<file path="src/design/ehp_pkg.sv">
`default_nettype none

package ehp_pkg;

   typedef logic [1:0] phase_type;

   // Parser phases.
   localparam phase_type PH_ID_FIRST   = 2'd0;
   localparam phase_type PH_ID_REST    = 2'd1;
   localparam phase_type PH_SIZE_FIRST = 2'd2;
   localparam phase_type PH_SIZE_REST  = 2'd3;

   localparam logic [7:0] LEAD_MARK = 8'h80;

   localparam int NUM_MASTER_IDS = 4;

   // Configuration register indexes.
   localparam logic [7:0] CSR_MASTER_ID_A = 8'd0;
   localparam logic [7:0] CSR_MASTER_ID_B = 8'd1;
   localparam logic [7:0] CSR_MASTER_ID_C = 8'd2;
   localparam logic [7:0] CSR_MASTER_ID_D = 8'd3;

   // Width of a variable-length integer, taken from its leading byte.
   // A zero byte never reaches this function in a meaningful way.
   function automatic logic [3:0] lead_width(input logic [7:0] lead);
      logic [3:0] width;
      priority casez (lead)
         8'b1???????: width = 4'd1;
         8'b01??????: width = 4'd2;
         8'b001?????: width = 4'd3;
         8'b0001????: width = 4'd4;
         8'b00001???: width = 4'd5;
         8'b000001??: width = 4'd6;
         8'b0000001?: width = 4'd7;
         default:     width = 4'd8;
      endcase
      return width;
   endfunction

   // Marker bit of a leading byte whose integer is the given width.
   function automatic logic [7:0] lead_mark(input logic [3:0] width);
      return LEAD_MARK >> (width - 4'd1);
   endfunction

endpackage

`default_nettype wire

</file>
<file path="src/design/ebml_element_header_parser_top.sv">
`default_nettype none

// Channel     Direction  Handshake              Payload
// req_*       in         req_valid / req_stall  one stream byte
// rsp_*       out        rsp_valid / rsp_stall  one decoded element header
// csr_*       in         csr_write_enable       master ID registers 0 to 3
//
// One byte is taken in every cycle while req_stall is low; the next state and
// any header result are computed in the cycle of the transfer and land in the
// state and result registers; rsp_* shows a header the cycle after its last size byte.
// Reset is synchronous and active high and returns the parser to the start of
// an ID with the master registers cleared. req_stall is raised only while a
// result waits in the output register and the consumer stalls it.
module ebml_element_header_parser_top
   import ehp_pkg::*;
#(
   parameter int POSITION_BITS = 32
) (
   input  wire logic        clock,
   input  wire logic        reset,

   input  wire logic        req_valid,
   output logic             req_stall,
   input  wire logic [7:0]  req_data_byte,

   output logic             rsp_valid,
   input  wire logic        rsp_stall,
   output logic [63:0]      rsp_element_id,
   output logic [3:0]       rsp_id_width,
   output logic [55:0]      rsp_payload_size,
   output logic [3:0]       rsp_size_width,
   output logic             rsp_is_master,
   output logic [31:0]      rsp_header_offset,

   input  wire logic        csr_write_enable,
   input  wire logic [7:0]  csr_index,
   input  wire logic [31:0] csr_write_data
);

   // Configuration registers. A zero entry never matches.
   logic [31:0] master_id_ff [NUM_MASTER_IDS];

   // Parser state.
   phase_type                phase_ff, phase_in;
   logic [3:0]               bytes_left_ff, bytes_left_in;
   logic [63:0]              accum_ff, accum_in;
   logic [63:0]              held_id_ff, held_id_in;
   logic [3:0]               held_id_width_ff, held_id_width_in;
   logic [3:0]               held_size_width_ff, held_size_width_in;
   logic [55:0]              payload_left_ff, payload_left_in;
   logic [POSITION_BITS-1:0] position_ff, position_in;
   logic [POSITION_BITS-1:0] header_start_ff, header_start_in;

   // Result register.
   logic        rsp_valid_ff, rsp_valid_in;
   logic [63:0] rsp_id_ff;
   logic [3:0]  rsp_id_width_ff;
   logic [55:0] rsp_size_ff;
   logic [3:0]  rsp_size_width_ff;
   logic        rsp_master_ff;
   logic [31:0] rsp_offset_ff;

   logic        accept;
   logic        finish;
   logic [55:0] finish_size;
   logic [3:0]  lead_w;
   logic [7:0]  lead_m;
   logic        id_is_master;
   logic [63:0] start_wide;

   // The input side only waits when a finished header still sits in the
   // result register and is not being taken this cycle.
   assign req_stall = rsp_valid_ff && rsp_stall;
   assign accept    = req_valid && !req_stall;

   assign lead_w = lead_width(req_data_byte);
   assign lead_m = lead_mark(lead_w);

   // The held ID is complete before any size byte arrives, so the match can
   // be taken straight from its register.
   always_comb begin
      id_is_master = 1'b0;
      for (int i = 0; i < NUM_MASTER_IDS; i++) begin
         if (master_id_ff[i] != 32'd0 && held_id_ff == {32'd0, master_id_ff[i]}) begin
            id_is_master = 1'b1;
         end
      end
   end

   // Next parser state for the byte of this transfer.
   always_comb begin
      phase_in           = phase_ff;
      bytes_left_in      = bytes_left_ff;
      accum_in           = accum_ff;
      held_id_in         = held_id_ff;
      held_id_width_in   = held_id_width_ff;
      held_size_width_in = held_size_width_ff;
      payload_left_in    = payload_left_ff;
      position_in        = position_ff + POSITION_BITS'(1);
      header_start_in    = header_start_ff;
      finish             = 1'b0;
      finish_size        = 56'd0;

      unique case (phase_ff)
         PH_ID_FIRST: begin
            if (payload_left_ff != 56'd0) begin
               // Skipping the data of an element that is not a container.
               payload_left_in = payload_left_ff - 56'd1;
            end else if (req_data_byte != 8'd0) begin
               header_start_in  = position_ff;
               held_id_width_in = lead_w;
               accum_in         = {56'd0, req_data_byte};
               bytes_left_in    = lead_w - 4'd1;
               if (lead_w == 4'd1) begin
                  held_id_in = {56'd0, req_data_byte};
                  phase_in   = PH_SIZE_FIRST;
               end else begin
                  phase_in = PH_ID_REST;
               end
            end
         end
         PH_ID_REST: begin
            accum_in      = {accum_ff[55:0], req_data_byte};
            bytes_left_in = bytes_left_ff - 4'd1;
            if (bytes_left_in == 4'd0) begin
               held_id_in = {accum_ff[55:0], req_data_byte};
               phase_in   = PH_SIZE_FIRST;
            end
         end
         PH_SIZE_FIRST: begin
            if (req_data_byte != 8'd0) begin
               held_size_width_in = lead_w;
               accum_in           = {56'd0, req_data_byte ^ lead_m};
               bytes_left_in      = lead_w - 4'd1;
               if (lead_w == 4'd1) begin
                  finish = 1'b1;
               end else begin
                  phase_in = PH_SIZE_REST;
               end
            end
         end
         PH_SIZE_REST: begin
            accum_in      = {8'd0, accum_ff[47:0], req_data_byte};
            bytes_left_in = bytes_left_ff - 4'd1;
            if (bytes_left_in == 4'd0) begin
               finish = 1'b1;
            end
         end
         default: begin
            phase_in = PH_ID_FIRST;
         end
      endcase

      // At the end of a header a container is entered directly, anything
      // else has its data skipped. The size is kept for the result before
      // the accumulator is cleared.
      if (finish) begin
         finish_size     = accum_in[55:0];
         payload_left_in = id_is_master ? 56'd0 : finish_size;
         phase_in        = PH_ID_FIRST;
         bytes_left_in   = 4'd0;
         accum_in        = 64'd0;
      end
   end

   always_ff @(posedge clock) begin
      if (reset) begin
         phase_ff           <= PH_ID_FIRST;
         bytes_left_ff      <= 4'd0;
         accum_ff           <= 64'd0;
         held_id_ff         <= 64'd0;
         held_id_width_ff   <= 4'd1;
         held_size_width_ff <= 4'd1;
         payload_left_ff    <= 56'd0;
         position_ff        <= '0;
         header_start_ff    <= '0;
      end else if (accept) begin
         phase_ff           <= phase_in;
         bytes_left_ff      <= bytes_left_in;
         accum_ff           <= accum_in;
         held_id_ff         <= held_id_in;
         held_id_width_ff   <= held_id_width_in;
         held_size_width_ff <= held_size_width_in;
         payload_left_ff    <= payload_left_in;
         position_ff        <= position_in;
         header_start_ff    <= header_start_in;
      end
   end

   // Configuration writes; indexes past the last register are dropped.
   always_ff @(posedge clock) begin
      if (reset) begin
         for (int i = 0; i < NUM_MASTER_IDS; i++) begin
            master_id_ff[i] <= 32'd0;
         end
      end else if (csr_write_enable) begin
         unique case (csr_index)
            CSR_MASTER_ID_A: master_id_ff[0] <= csr_write_data;
            CSR_MASTER_ID_B: master_id_ff[1] <= csr_write_data;
            CSR_MASTER_ID_C: master_id_ff[2] <= csr_write_data;
            CSR_MASTER_ID_D: master_id_ff[3] <= csr_write_data;
            default: begin
            end
         endcase
      end
   end

   // The offset is reported as the low 32 bits of the start position,
   // zero-extended when the position counter is narrower.
   assign start_wide = 64'(header_start_ff);

   always_comb begin
      if (accept && finish) begin
         rsp_valid_in = 1'b1;
      end else if (!rsp_stall) begin
         rsp_valid_in = 1'b0;
      end else begin
         rsp_valid_in = rsp_valid_ff;
      end
   end

   always_ff @(posedge clock) begin
      if (reset) begin
         rsp_valid_ff <= 1'b0;
      end else begin
         rsp_valid_ff <= rsp_valid_in;
      end
   end

   // A new header is only loaded when the register is empty or drains now.
   always_ff @(posedge clock) begin
      if (accept && finish) begin
         rsp_id_ff         <= held_id_ff;
         rsp_id_width_ff   <= held_id_width_ff;
         rsp_size_ff       <= finish_size;
         rsp_size_width_ff <= held_size_width_in;
         rsp_master_ff     <= id_is_master;
         rsp_offset_ff     <= start_wide[31:0];
      end
   end

   assign rsp_valid         = rsp_valid_ff;
   assign rsp_element_id    = rsp_id_ff;
   assign rsp_id_width      = rsp_id_width_ff;
   assign rsp_payload_size  = rsp_size_ff;
   assign rsp_size_width    = rsp_size_width_ff;
   assign rsp_is_master     = rsp_master_ff;
   assign rsp_header_offset = rsp_offset_ff;

endmodule

`default_nettype wire

</file>
<file path="config.mk">
export PLATFORM = sky130hd
export DESIGN_NAME = ebml_element_header_parser_top
export DESIGN_NICKNAME = d
export VERILOG_FILES = /design/src/design/ehp_pkg.sv /design/src/design/ebml_element_header_parser_top.sv
export SDC_FILE = /design/constraint.sdc
export NUM_CORES = 1
export LEC_CHECK = 0
export ABC_AREA = 1
export BUFFER_PORTS_ARGS = -buffer_cell sky130_fd_sc_hd__buf_4
export CAP_MARGIN = 20
export CORE_ASPECT_RATIO = 1.4
export CORE_MARGIN = 2
export CORE_UTILIZATION = 56
export DETAILED_ROUTE_END_ITERATION = 6
export GPL_TIMING_DRIVEN = 0
export HOLD_SLACK_MARGIN = 0.03
export PLACE_DENSITY = 0.86
export SYNTH_ARGS = -nofsm -noshare
export SYNTH_HDL_FRONTEND = slang
export SYNTH_SLANG_ARGS = --single-unit
</file>
<file path="constraint.sdc">
create_clock -name clock -period 30.3 [get_ports clock]
set_clock_uncertainty 0.2 [all_clocks]
set_input_delay 1.515 -clock clock [delete_from_list [all_inputs] [get_ports clock]]
set_output_delay 1.515 -clock clock [all_outputs]
set_load 0.005 [all_outputs]
</file>
==> impl_metrics.toml <==
[outcome]
run_status = "complete, no violations"

[logic_synthesis]
synthesis.area_um2 = 26100
synth-simple-area-share = 0.250
yosysUniqueCellTypes = 51
yosys-mux-area-fraction = 0
dominant_combinational_cell_family_by_area_after_synthesis = "simple AND/OR/NAND/NOR gates"
ys_seq_elements = 544
yosys_most_used_dff = "sky130_fd_sc_hd__edfxtp_1"
syn-num-nets = 3282
syn-mean-instance-area_um2 = 8.10
synth-edff-count = 289
synth_top_cells_by_area = "sky130_fd_sc_hd__edfxtp_1, sky130_fd_sc_hd__dfxtp_1, sky130_fd_sc_hd__nand2_1, sky130_fd_sc_hd__nor2_1, sky130_fd_sc_hd__a21oi_1"
synth-xor-area-share = 0.0346
post_synth_inst_count = 3216
postSynth.asyncResetShare = 0
synth_largest_area_cell = "sky130_fd_sc_hd__edfxtp_1"
adder_cell_share_of_the_synthesized_area = 0.00624
synth_seq_area_share = 0.529
yosysWarnings = 0
synth_top_area_share = 0.333
complex_gate_fraction_of_the_synthesized_area = 0.114

[floorplanning]
io-pin-count = 216
core_area_um2 = 46000
num_rows = 93
initial_utilization = 0.567
total_die_area_um2 = 48300
die_w_um = 186
die_h_um = 259

[setup_path]
crit_start = "req_data_byte[5]"
critPathKind = "primary input to flip-flop"
cpMaxStageDelayCell = "sky130_fd_sc_hd__nor2_4"
worstReg2RegEnd = "rsp_header_offset[14]$_DFFE_PP_"
critical_path.most_common_cell = "sky130_fd_sc_hd__nand2_1"
setup.worst_path.end_class = "flip-flop"
worstPathRequired_ns = 30.40
critical_path.n_buffers_inverters = 8
worst_r2r_startpoint = "bytes_left_ff[0]$_SDFFE_PP0P_"
cp_data_arrival_time_ns = 5.05
worst_path_dominant_cell_family = "simple AND/OR/NAND/NOR gates"
crit_path_start_kind = "primary input"
r2r_cells = 12
worstSetupEndpoint = "rsp_header_offset[14]$_DFFE_PP_"
critical_path_cell_count = 17
ff2ff_setup_slack_ns = 26.38
worst-path-max-fanout = 34
critical-path-max-stage-delay_ns = 0.85
worstPathCellList = "buf_4, nor2_1, nand2_1, inv_1, nand3_1, nand2_1, ha_1, nand2_1, inv_1, nand2_1, nand2_2, inv_2, buf_2, clkbuf_1, nor2_4, buf_12, buf_12"

[clock_tree]
clkSinkCount = 544
clock_insertion_delay_worst_skew_ns = 0.61
tritoncts.num_buffers = 50
tritoncts = "built"
cts.clk_slew.worst_paths_ns = 0.07
postCtsSetupBuffers = 0
post_cts_resize_count = 0
post_cts_hold_buffer_count = 0
clock_path_buffers = 3
cts-htree-levels = 2
clock-root-buffer = "sky130_fd_sc_hd__clkbuf_16"

[detailed_routing]
drtAntennaViolNets = 0
postRouteWirelength_um = 80400
detail_route.drc_violations = 0
highest_layer = "met4"
wl_met1_um = 30000
routed_via_density = 5.68
met3_length_um = 7490
detail_route.first_pass.iterations = 6
detail_route.iter0.violations = 2651
via_count = 23542
dr_wl_met2_um = 36900
wl_per_cell_um = 19.4

[sta]
number_of_hold_violations_in_the_final_report = 0
worstMarginPinSlew_ns = 1.01
worst_relative_slew_slack = 0.327
max_freq_ghz = 0.202
final.min_clock_period_ns = 4.95
post_route_setup_tns_ns = 0
timing_max_transition_violations_final = 0
finalSetupViolations = 0
timing.final.crit_share = 0.163
setup_repair_after_global_routing_missed_its_margin = "false"

[cells_and_area]
final_layout_size_suffix_gt1_frac = 0.120
multiInputGateArea_um2 = 10600
n_antenna_cell = 0
final.fill_count = 3811
cell_count_final_fillers_out = 4146
area.sequential_um2 = 13800
final_net_count = 3553
area_growth_pct = 16.5

[hold_path]
min_from = "held_id_ff[18]$_SDFFE_PP0P_"
min_path_type = "flip-flop to flip-flop"

[global_route]
first_global_vias = 22291
antenna_found_initial = 0
pin_count_of_the_biggest_net_entering_global_routing = 37
globalRoute.totalOverflow = 0
grt_use_total = 0.326
grt_pass1_wl_um = 122000

[place]
io_buffer_count = 214
dpl.cell_count = 4052
dp.final_hpwl_um = 61000
place_congestion = 1.01

[power]
vdd_drop_max_mv = 0.0499
cellPowerDensity_nw_per_um2 = 60.7
leakagePower_nw = 12.0

[job]
max-cap-violations = 0
## state kept, by name, summed over array words and instances (netlist names), 2 cells and up
signal and flops:
rsp_id_width 4, header_start_ff 32, position_ff 32, payload_left_ff 56
held_id_ff 64, held_id_width_ff 4, master_id_ff 128, held_size_width_ff 4
rsp_payload_size 56, accum_ff 56, rsp_element_id 64, rsp_size_width 4
rsp_header_offset 32, bytes_left_ff 4, phase_ff 2
## logic make-up after synthesis
group,Yosys count
flip-flops,544
AO/OA/AOI/OAI,568
XOR/XNOR,102
buffers and inverters,416
AND/OR/NAND/NOR,1573
adder cells (fa/ha/maj),13
## worst min path at each step
stage | end | slack (ns) | depth (start not counted)
2_1_floorplan | rsp_element_id[14]$_DFFE_PP_ | 0.20 | 0
3_3_place_gp | rsp_element_id[31]$_DFFE_PP_ | 0.21 | 0
3_5_place_dp | rsp_element_id[30]$_DFFE_PP_ | 0.21 | 0
4_1_cts | rsp_element_id[30]$_DFFE_PP_ | 0.22 | 0
5_1_grt | rsp_element_id[18]$_DFFE_PP_ | 0.23 | 0
6_report | rsp_element_id[18]$_DFFE_PP_ | 0.22 | 0
## cells in the mapped netlist (5+ instances only)
library cell and count:
sky130_fd_sc_hd__edfxtp_1 289, sky130_fd_sc_hd__inv_1 246, sky130_fd_sc_hd__o21a_1 8, sky130_fd_sc_hd__nand3_2 5
sky130_fd_sc_hd__xnor2_1 20, sky130_fd_sc_hd__nor2_1 591, sky130_fd_sc_hd__nor4_1 11, sky130_fd_sc_hd__o22ai_1 7
sky130_fd_sc_hd__or2_2 8, sky130_fd_sc_hd__buf_4 6, sky130_fd_sc_hd__buf_2 58, sky130_fd_sc_hd__nand3_1 101
sky130_fd_sc_hd__nor3_1 100, sky130_fd_sc_hd__nand4_1 37, sky130_fd_sc_hd__nand2_1 676, sky130_fd_sc_hd__xor2_1 81
sky130_fd_sc_hd__a21oi_1 348, sky130_fd_sc_hd__nor2_2 8, sky130_fd_sc_hd__nand2_2 6, sky130_fd_sc_hd__o21ai_0 135
sky130_fd_sc_hd__clkbuf_1 87, sky130_fd_sc_hd__nor3b_1 5, sky130_fd_sc_hd__ha_1 13, sky130_fd_sc_hd__dfxtp_1 255
sky130_fd_sc_hd__buf_6 9, sky130_fd_sc_hd__a32oi_1 10, sky130_fd_sc_hd__o21ai_1 41, sky130_fd_sc_hd__o211ai_1 9
sky130_fd_sc_hd__and2_1 6
## layout make-up
cell class / count / share of cell area
inverter: 252 / 0.0312
clock inverter: 33 / 0.0151
tap: 617 / 0.0254
timing repair buffer: 219 / 0.0565
multi-input combinational: 2256 / 0.348
clock buffer: 61 / 0.0443
buffer: 164 / 0.0256
sequential: 544 / 0.454
## cell usage in the layout, fill, tap and decap left out, drive strengths merged
cell type and count:
inv 252, or3 1, a22o 4, and2 7, o21ai 176, clkinvlp 5, xnor2 20, a211oi 1
nor3b 5, xor2 82, nand4 38, nand3 106, nand3b 4, bufinv 10, clkinv 18, nor4 11
o21a 8, edfxtp 289, o21bai 1, a21o 1, o22ai 7, and3 1, o211ai 9, nand2 684
a32oi 10, ha 13, nor2 603, or2 9, a21boi 2, nor3 103, clkbuf 148, buf 296
dfxtp 255, or4 1, a21oi 348, o21ba 1
## routing by layer
| layer | up-vias | GRT usage |
|---|---|---|
| met5 | - | 0 |
| met1 | 10823 | 0.401 |
| met2 | 1267 | 0.531 |
| met3 | 295 | 0.0506 |
| met4 | 0 | 0.222 |
| li1 | 11157 | - |
## power by group
part           total (mW)  internal [mW]  switching (mW)  leakage, nW
sequential          0.843          0.808          0.0351         4.77
clock               0.692          0.404           0.289        0.867
combinational       0.309         0.0966           0.212         6.40
total                1.84           1.31           0.536         12.0
## through the flow
| step | total power [mW] | setup slack, ns | instance area, µm² | hold slack [ns] | utilization |
|---|---|---|---|---|---|
| 3_3_place_gp | 1.15 | 16.39 | 28400 | 0.206 | 0.619 |
| 4_1_cts | 1.84 | 25.46 | 30400 | 0.221 | 0.661 |
| 6_report | 1.84 | 25.35 | 30400 | 0.220 | 0.661 |
| 5_1_grt | 1.91 | 25.16 | 30400 | 0.230 | 0.661 |
| 3_5_place_dp | 1.16 | 24.85 | 28600 | 0.209 | 0.621 |
| 2_1_floorplan | 1.06 | 19.77 | 26100 | 0.203 | - |
Note: power is estimated with default switching activity, not from simulation.
